**src/hw/rtl/kra_pkg.sv**
```systemverilog
// ----------------------------------------------------------------------------
// kra_pkg
// Shared types, constants and the keycode-to-character map for the keyboard
// report to ASCII converter.
// ----------------------------------------------------------------------------
`default_nettype none

package kra_pkg;

  localparam int unsigned KeyW        = 8;
  localparam int unsigned CharW       = 7;
  localparam int unsigned SlotW       = 3;
  localparam int unsigned MaxSlots    = 6;
  localparam int unsigned KeySlotsDef = 6;

  // Stream payload widths, rounded up to whole bytes.
  localparam int unsigned InDataW  = 56;  // modifier + six key slots
  localparam int unsigned OutDataW = 16;  // char + slot + zero fill

  localparam logic [KeyW-1:0] ShiftMask = 8'h22;  // left shift | right shift

  localparam logic [KeyW-1:0] KeyLetterFirst = 8'h04;
  localparam logic [KeyW-1:0] KeyLetterLast  = 8'h1D;
  localparam logic [KeyW-1:0] KeyEnter       = 8'h28;
  localparam logic [KeyW-1:0] KeyBackspace   = 8'h2A;
  localparam logic [KeyW-1:0] KeySpace       = 8'h2C;
  localparam logic [KeyW-1:0] KeyRightArrow  = 8'h4F;
  localparam logic [KeyW-1:0] KeyLeftArrow   = 8'h50;

  localparam logic [CharW-1:0] CharLowerA  = 7'h61;
  localparam logic [CharW-1:0] CaseOffset  = 7'd32;
  localparam logic [CharW-1:0] CharLf      = 7'd10;
  localparam logic [CharW-1:0] CharBs      = 7'd8;
  localparam logic [CharW-1:0] CharLeft    = 7'd2;
  localparam logic [CharW-1:0] CharRight   = 7'd3;
  localparam logic [CharW-1:0] CharNone    = 7'd0;

  // One decoded report: which slots carry a newly pressed key, and their chars.
  typedef struct packed {
    logic [MaxSlots-1:0]            new_mask;
    logic [MaxSlots-1:0][CharW-1:0] chars;
  } report_t;

  function automatic logic [CharW-1:0] map_key(input logic [KeyW-1:0] key,
                                               input logic            shift);
    logic [CharW-1:0] plain;
    logic [CharW-1:0] shifted;
    logic [CharW-1:0] result;
    plain   = CharNone;
    shifted = CharNone;
    case (key)
      8'h1E: begin plain = 7'h31; shifted = 7'h21; end  // 1 !
      8'h1F: begin plain = 7'h32; shifted = 7'h40; end  // 2 @
      8'h20: begin plain = 7'h33; shifted = 7'h23; end  // 3 #
      8'h21: begin plain = 7'h34; shifted = 7'h24; end  // 4 $
      8'h22: begin plain = 7'h35; shifted = 7'h25; end  // 5 %
      8'h23: begin plain = 7'h36; shifted = 7'h5E; end  // 6 ^
      8'h24: begin plain = 7'h37; shifted = 7'h26; end  // 7 &
      8'h25: begin plain = 7'h38; shifted = 7'h2A; end  // 8 *
      8'h26: begin plain = 7'h39; shifted = 7'h28; end  // 9 (
      8'h27: begin plain = 7'h30; shifted = 7'h29; end  // 0 )
      8'h2D: begin plain = 7'h2D; shifted = 7'h5F; end  // - _
      8'h2E: begin plain = 7'h3D; shifted = 7'h2B; end  // = +
      8'h2F: begin plain = 7'h5B; shifted = 7'h7B; end  // [ {
      8'h30: begin plain = 7'h5D; shifted = 7'h7D; end  // ] }
      8'h31: begin plain = 7'h5C; shifted = 7'h7C; end  // \ |
      8'h33: begin plain = 7'h3B; shifted = 7'h3A; end  // ; :
      8'h34: begin plain = 7'h27; shifted = 7'h22; end  // ' "
      8'h35: begin plain = 7'h60; shifted = 7'h7E; end  // ` ~
      8'h36: begin plain = 7'h2C; shifted = 7'h3C; end  // , <
      8'h37: begin plain = 7'h2E; shifted = 7'h3E; end  // . >
      8'h38: begin plain = 7'h2F; shifted = 7'h3F; end  // / ?
      KeyEnter:      plain = CharLf;
      KeyBackspace:  plain = CharBs;
      KeySpace:      plain = 7'h20;
      KeyRightArrow: plain = CharRight;
      KeyLeftArrow:  plain = CharLeft;
      default:       plain = CharNone;
    endcase
    if (key >= KeyLetterFirst && key <= KeyLetterLast) begin
      plain   = CharW'(key - KeyLetterFirst) + CharLowerA;
      shifted = plain - CaseOffset;
    end
    result = (shift && shifted != CharNone) ? shifted : plain;
    return result;
  endfunction

endpackage

`default_nettype wire

```
**src/hw/rtl/keyboard_report_to_ascii.sv**
```systemverilog
// ----------------------------------------------------------------------------
// keyboard_report_to_ascii
// Turns keyboard boot reports into a stream of characters for new key presses.
// ----------------------------------------------------------------------------
// Each accepted report is compared with the previous one; every nonzero slot
// whose keycode was absent from the previous report yields one character,
// lowest slot first, with tlast on the final character of that report. The
// characters of a report move into the output register one per cycle while
// the sink is ready; a report that yields none sends nothing. The next report
// is accepted in the cycle in which the last character of the one before
// moves into the output register, so reports and characters flow without
// gaps. Reset clears the stored previous report.
`default_nettype none

module keyboard_report_to_ascii #(
  parameter int unsigned KEY_SLOTS = kra_pkg::KeySlotsDef
) (
  input  wire logic                           clk_i,
  input  wire logic                           rst_ni,
  input  wire logic                           s_axis_tvalid,
  output logic                                s_axis_tready,
  // [7:0] modifier_bits, [15:8] pressed_key_0 ... [55:48] pressed_key_5
  input  wire logic [kra_pkg::InDataW-1:0]    s_axis_tdata,
  output logic                                m_axis_tvalid,
  input  wire logic                           m_axis_tready,
  // [6:0] ascii_char, [9:7] source_slot, [15:10] zero
  output logic [kra_pkg::OutDataW-1:0]        m_axis_tdata,
  output logic                                m_axis_tlast
);
  import kra_pkg::*;

  logic [KEY_SLOTS-1:0][KeyW-1:0] prev_q;
  report_t                        dec;
  logic                           accept;
  logic [CharW-1:0]               out_char;
  logic [SlotW-1:0]               out_slot;

  assign accept = s_axis_tvalid && s_axis_tready;

  kra_decode #(
    .KEY_SLOTS(KEY_SLOTS)
  ) u_decode (
    .rpt_i (s_axis_tdata),
    .prev_i(prev_q),
    .dec_o (dec)
  );

  kra_emit u_emit (
    .clk_i      (clk_i),
    .rst_ni     (rst_ni),
    .load_i     (accept),
    .dec_i      (dec),
    .load_ok_o  (s_axis_tready),
    .out_valid_o(m_axis_tvalid),
    .out_ready_i(m_axis_tready),
    .out_char_o (out_char),
    .out_slot_o (out_slot),
    .out_last_o (m_axis_tlast)
  );

  // Store the keys of each accepted report for the next comparison.
  always_ff @(posedge clk_i or negedge rst_ni) begin
    if (!rst_ni) begin
      prev_q <= '0;
    end else if (accept) begin
      for (int i = 0; i < KEY_SLOTS; i++) begin
        prev_q[i] <= s_axis_tdata[KeyW*(i+1) +: KeyW];
      end
    end
  end

  assign m_axis_tdata = {(OutDataW - CharW - SlotW)'(0), out_slot, out_char};

endmodule

`default_nettype wire

```
**src/hw/rtl/kra_decode.sv**
```systemverilog
// ----------------------------------------------------------------------------
// kra_decode
// Finds the newly pressed keys of a report against the previous report and
// maps every slot to its character.
// ----------------------------------------------------------------------------
`default_nettype none

module kra_decode #(
  parameter int unsigned KEY_SLOTS = kra_pkg::KeySlotsDef
) (
  input  wire logic [kra_pkg::InDataW-1:0]            rpt_i,
  input  wire logic [KEY_SLOTS-1:0][kra_pkg::KeyW-1:0] prev_i,
  output kra_pkg::report_t                             dec_o
);
  import kra_pkg::*;

  logic                        shift;
  logic [MaxSlots-1:0]         seen;
  logic [MaxSlots-1:0][KeyW-1:0] keys;

  assign shift = |(rpt_i[KeyW-1:0] & ShiftMask);

  always_comb begin
    for (int i = 0; i < MaxSlots; i++) begin
      keys[i] = rpt_i[KeyW*(i+1) +: KeyW];
      seen[i] = 1'b0;
      for (int j = 0; j < KEY_SLOTS; j++) begin
        if (prev_i[j] == keys[i]) begin
          seen[i] = 1'b1;
        end
      end
      if (i < KEY_SLOTS) begin
        dec_o.new_mask[i] = (keys[i] != '0) && !seen[i];
        dec_o.chars[i]    = map_key(keys[i], shift);
      end else begin
        dec_o.new_mask[i] = 1'b0;
        dec_o.chars[i]    = CharNone;
      end
    end
  end

endmodule

`default_nettype wire

```
**src/hw/rtl/kra_emit.sv**
```systemverilog
// ----------------------------------------------------------------------------
// kra_emit
// Holds one decoded report and sends its characters out, lowest slot first,
// one per cycle through the output register while the receiver is ready.
// ----------------------------------------------------------------------------
`default_nettype none

module kra_emit (
  input  wire logic                         clk_i,
  input  wire logic                         rst_ni,
  input  wire logic                         load_i,
  input  wire kra_pkg::report_t             dec_i,
  output logic                              load_ok_o,
  output logic                              out_valid_o,
  input  wire logic                         out_ready_i,
  output logic [kra_pkg::CharW-1:0]         out_char_o,
  output logic [kra_pkg::SlotW-1:0]         out_slot_o,
  output logic                              out_last_o
);
  import kra_pkg::*;

  logic [MaxSlots-1:0]            pend_mask_q, pend_mask_d;
  logic [MaxSlots-1:0][CharW-1:0] pend_char_q;
  logic                           out_valid_q, out_valid_d;
  logic [CharW-1:0]               out_char_q;
  logic [SlotW-1:0]               out_slot_q;
  logic                           out_last_q;

  logic                out_free;
  logic                take;
  logic [SlotW-1:0]    sel_slot;
  logic [MaxSlots-1:0] sel_bit;
  logic [MaxSlots-1:0] rest_mask;

  // Lowest pending slot goes first.
  always_comb begin
    sel_slot = '0;
    sel_bit  = '0;
    for (int i = MaxSlots - 1; i >= 0; i--) begin
      if (pend_mask_q[i]) begin
        sel_slot = SlotW'(i);
        sel_bit  = MaxSlots'(1) << i;
      end
    end
  end

  assign rest_mask = pend_mask_q & ~sel_bit;
  assign out_free  = !out_valid_q || out_ready_i;
  assign take      = out_free && (pend_mask_q != '0);
  assign load_ok_o = (pend_mask_q == '0) || (take && rest_mask == '0);

  always_comb begin
    pend_mask_d = pend_mask_q;
    if (load_i) begin
      pend_mask_d = dec_i.new_mask;
    end else if (take) begin
      pend_mask_d = rest_mask;
    end
    out_valid_d = out_valid_q;
    if (take) begin
      out_valid_d = 1'b1;
    end else if (out_ready_i) begin
      out_valid_d = 1'b0;
    end
  end

  always_ff @(posedge clk_i or negedge rst_ni) begin
    if (!rst_ni) begin
      pend_mask_q <= '0;
      out_valid_q <= 1'b0;
    end else begin
      pend_mask_q <= pend_mask_d;
      out_valid_q <= out_valid_d;
    end
  end

  always_ff @(posedge clk_i) begin
    if (load_i) begin
      pend_char_q <= dec_i.chars;
    end
    if (take) begin
      out_char_q <= pend_char_q[sel_slot];
      out_slot_q <= sel_slot;
      out_last_q <= (rest_mask == '0);
    end
  end

  assign out_valid_o = out_valid_q;
  assign out_char_o  = out_char_q;
  assign out_slot_o  = out_slot_q;
  assign out_last_o  = out_last_q;

endmodule

`default_nettype wire

```
**config.mk**
```make
export PLATFORM = sky130hd
export DESIGN_NAME = keyboard_report_to_ascii
export DESIGN_NICKNAME = d
export VERILOG_FILES = /design/src/hw/rtl/kra_pkg.sv /design/src/hw/rtl/keyboard_report_to_ascii.sv /design/src/hw/rtl/kra_decode.sv /design/src/hw/rtl/kra_emit.sv
export SDC_FILE = /design/constraint.sdc
export NUM_CORES = 1
export LEC_CHECK = 0
export ABC_AREA = 1
export ABC_CLOCK_PERIOD_IN_PS = 3560
export BUFFER_PORTS_ARGS = -buffer_cell sky130_fd_sc_hd__buf_2
export CAP_MARGIN = 20
export CORE_MARGIN = 2
export CORE_UTILIZATION = 62
export CTS_CLUSTER_DIAMETER = 200
export DETAILED_ROUTE_END_ITERATION = 10
export HOLD_SLACK_MARGIN = 0.03
export PLACE_DENSITY_LB_ADDON = 0.15
export SYNTH_ARGS = -nofsm -noshare
export SYNTH_HDL_FRONTEND = slang
export SYNTH_HIERARCHICAL = 1
export SYNTH_SLANG_ARGS = --single-unit
```
**constraint.sdc**
```tcl
create_clock -name clk_i -period 3.56 [get_ports clk_i]
set_input_delay 0.712 -clock clk_i [delete_from_list [all_inputs] [get_ports clk_i]]
set_output_delay 0.712 -clock clk_i [all_outputs]
set_load 0.02 [all_outputs]
```
==> results.md <==
* Outcome: complete, no violations
* Synth Area per Inst at 6.21 µm²
* Classification of the worst-slack hold path: primary input to async pin
* Combined area of all synthesized cells at 14300 µm²
* HPWL reported at the end of detailed placement at 37.9 mm
* Clk sink count at 108
* Number of detailed-routing iterations run before antenna repair at 7
* Crit Reg-Reg Startpoint: u_emit/pend_mask_q[1]
* Fin. max-slew vios at 0
* Final setup violation count at 0
* Reg2reg path depth at 11
* Placed Instance Area at 14400 µm²
* Number of global-route vias before repair at 14663
* Pin count of the biggest net entering global routing at 49
* IO Count at 79
* Clock Latency Late Sink at 0.37 ns
* Setup skew after layout at 0.00781 ns
* Number of warnings printed during yosys synthesis at 6
* Die outline area at 24400 µm²
* Max rail drop VDD at 0.582 mV
* Antenna violations before repair at 0
* Distinct cell type count after synthesis at 44
* Setup Buffers After CTS at 0
* Remaining global-route overflow at 0
* Summed area of non-filler cells in the final layout at 14700 µm²
* Req. time, crit path at 2.85 ns
* Drt total wl at 50.4 mm
* Die boundary height at 156 µm
* Number of nets in the final layout at 2364
* Cells taking the most area after synthesis: sky130_fd_sc_hd__nand2_1 18%, sky130_fd_sc_hd__edfxtp_1 11%, sky130_fd_sc_hd__dfrtp_1 9.6%
* RSZ-0062 raised after global routing: false
* Root buffer selected by CTS: sky130_fd_sc_hd__clkbuf_16
* Top cell type's share of synthesized area at 0.184
* Resized cells post-CTS at 0
* Number of standard-cell rows in the floorplan at 55
* Setup slack on the worst flop-to-flop path at 1.05 ns
* Number of hold violations in the final report at 0
* Global Route Usage Sum at 0.408
* Crit end category: output pin
* Initial standard-cell utilization of the core at 0.633
* Cells after DPL at 2548
* Number of synthesized flops with an enable pin at 53
* Inserted Clock Buffers at 9
* Primary FF master, synth: sky130_fd_sc_hd__dfrtp_1
* Synthesized netlist cell count at 2307
* Sort of element at the start of the critical path: flip-flop
* Slew @ Worst Pin at 1.05 ns
* CTS hold repair buffers at 0
* Crit-path slowest cell: sky130_fd_sc_hd__dfrtp_1
* Number of buffers and inverters on the critical path at 1
* Endpoint of the most critical register-to-register path: u_emit/pend_mask_q[4]
* CTS H-tree depth at 3
* Number of diodes at 0
* Min cycle time layout at 2.57 ns
* Std-Cell Core Area at 22600 µm²
* Worst-path cell chain: nor2_4 > o21ai_0 > or2_0 > nor2_1 > nand2_1 > o21ai_4 > buf_2
* Clock tree from TritonCTS: built
* Die width at 156 µm
* Final Total Pwr at 8.29 mW
* Count of buffers from port buffering at 66
* Fraction of layout instances using a drive strength above 1 at 0.104
* Synthesis-to-finish area growth at 2.85%
* Library cell with the largest summed area after synthesis: sky130_fd_sc_hd__nand2_1
* Number of vias after detailed routing at 16213
* Arrival time at the worst endpoint at 1.86 ns
* Number of violations of the max-capacitance limit at 0
* CP max FO at 5
* Relative slew margins at 0.298
* Starting DRC count in detailed routing at 2250
* Via-to-Cell Ratio at 6.32
* Max clock buf depth at 2
* Async set-or-reset flop fraction in the synthesized netlist at 0.509
* Cell type group with the largest total delay on the critical path: simple AND/OR/NAND/NOR gates
* Final weighted congestion in routability-driven placement at 1.06
* Routed length per placed instance at 19.7 µm
* Summed negative setup slack over all endpoints at 0 ns
* First-pass GRT wire length at 78.5 mm
* #FFs+latches synth at 108
* Type of the worst setup path: flip-flop to output pin
* Detailed-route DRC error count at 0
* Delay contributed by the slowest stage of the critical path at 0.42 ns
* Fmax achieved at 389 MHz
* Power density relative to cell area at 562 nW/µm²
* Post-layout instance count excluding filler cells at 2564
* Register clock-pin slew on the reported worst setup and hold paths at 0.08 ns
* Routed Antenna Nets at 0
* Share of the cycle needed by the critical path after routing at 0.722
* Leakage dissipation at 7.53 nW
* Sequential-to-total area share from yosys stat at 0.207
## final cells by class
class | count | area (µm²)
fill | 2127 | 7900
inverter | 170 | 638
multi-input combinational | 1905 | 10000
clock buffer | 9 | 225
timing repair buffer | 80 | 448
clock inverter | 7 | 97.6
tap | 285 | 357
sequential | 108 | 2970
## cells in the final DEF, fill, tap and decap left out, types with 36 or more instances in the layout
master and n:
sky130_fd_sc_hd__a21oi_1 36, sky130_fd_sc_hd__buf_2 66, sky130_fd_sc_hd__dfrtp_1 55, sky130_fd_sc_hd__edfxtp_1 53
sky130_fd_sc_hd__inv_1 131, sky130_fd_sc_hd__inv_2 38, sky130_fd_sc_hd__nand2_1 703, sky130_fd_sc_hd__nand3_1 262
sky130_fd_sc_hd__nand4_1 91, sky130_fd_sc_hd__nor2_1 258, sky130_fd_sc_hd__nor3_1 73, sky130_fd_sc_hd__o21ai_0 40
sky130_fd_sc_hd__xnor2_1 148, sky130_fd_sc_hd__xor2_1 74
## synthesized netlist by cell type, types with 21 or more instances
cell	instances
sky130_fd_sc_hd__xnor2_1	148
sky130_fd_sc_hd__a21oi_1	36
sky130_fd_sc_hd__inv_2	38
sky130_fd_sc_hd__nand3_1	262
sky130_fd_sc_hd__nor3_1	73
sky130_fd_sc_hd__o21ai_1	21
sky130_fd_sc_hd__nor2_2	33
sky130_fd_sc_hd__edfxtp_1	53
sky130_fd_sc_hd__nand4_1	91
sky130_fd_sc_hd__nor2_1	258
sky130_fd_sc_hd__o21ai_0	40
sky130_fd_sc_hd__xor2_1	74
sky130_fd_sc_hd__nand2_1	703
sky130_fd_sc_hd__nand2_2	26
sky130_fd_sc_hd__ha_1	30
sky130_fd_sc_hd__dfrtp_1	55
sky130_fd_sc_hd__inv_1	131
sky130_fd_sc_hd__clkbuf_1	53
sky130_fd_sc_hd__buf_4	37
## worst register-to-register path: stages, from the launching register on
cell and delay [ns]:
sky130_fd_sc_hd__dfrtp_1 0.42, sky130_fd_sc_hd__nor2_4 0.17, sky130_fd_sc_hd__o21ai_0 0.09, sky130_fd_sc_hd__or2_0 0.22, sky130_fd_sc_hd__nor2_1 0.09, sky130_fd_sc_hd__nand2_1 0.10
sky130_fd_sc_hd__o21ai_4 0.20, sky130_fd_sc_hd__nand2_1 0.11, sky130_fd_sc_hd__inv_2 0.49, sky130_fd_sc_hd__inv_1 0.24, sky130_fd_sc_hd__nand2_2 0.18, sky130_fd_sc_hd__o211ai_1 0.09
## sequential cells by signal (all words and copies together) (netlist names)
signal / count
u_emit/out_last_o: 1
u_emit/pend_char_q: 42
u_emit/out_valid_o: 1
u_emit/out_slot_o: 3
u_emit/out_char_o: 7
u_emit/pend_mask_q: 6
prev_q: 48
## cells by family after synthesis
kind of cell | synth area share
other | 0.000262
buffers and inverters | 0.0967
AOI/OAI and AO/OA | 0.0525
adders and majority gates | 0.0262
DFF | 0.207
and+or+nand+nor | 0.482
xor gates and xnor gates | 0.136
## how the worst max path moves through the flow
stage | startpoint | endpoint | slack, ns | cells after the start
after floorplan | u_emit/pend_mask_q[1] | u_emit/pend_mask_q[3] | 0.41 | 14
after global placement | s_axis_tdata[17] | u_emit/pend_char_q[11] | 0.70 | 11
after detailed placement | s_axis_tdata[16] | u_emit/pend_char_q[11] | 0.69 | 11
after CTS | u_emit/pend_mask_q[1] | s_axis_tready | 0.98 | 7
after global routing | u_emit/pend_mask_q[1] | u_emit/pend_mask_q[1] | 0.77 | 12
final | u_emit/pend_mask_q[1] | s_axis_tready | 0.99 | 7
## layer usage
layer / track usage / vias up / part of all wire
li1: - / 7395 / -
met1: 0.556 / 7329 / 0.40
met2: 0.615 / 1257 / 0.41
met3: 0.113 / 232 / 0.14
met4: 0.157 / 0 / 0.046
met5: 0 / - / 0
## where the power goes
group / total, mW / switching [mW] / internal (mW)
clock: 1.11 / 0.539 / 0.569
combinational: 4.22 / 2.65 / 1.57
sequential: 2.95 / 1.02 / 1.94
## through the flow
step	worst slack, ns	hold WS (ns)	utilization
after global routing	0.773	0.490	0.651
after detailed placement	0.689	0.534	0.637
after CTS	0.983	0.440	0.651
after global placement	0.704	0.529	0.637
final	0.991	0.425	0.651
after floorplan	0.408	0.416	-
(Power assumes the default switching activity.)
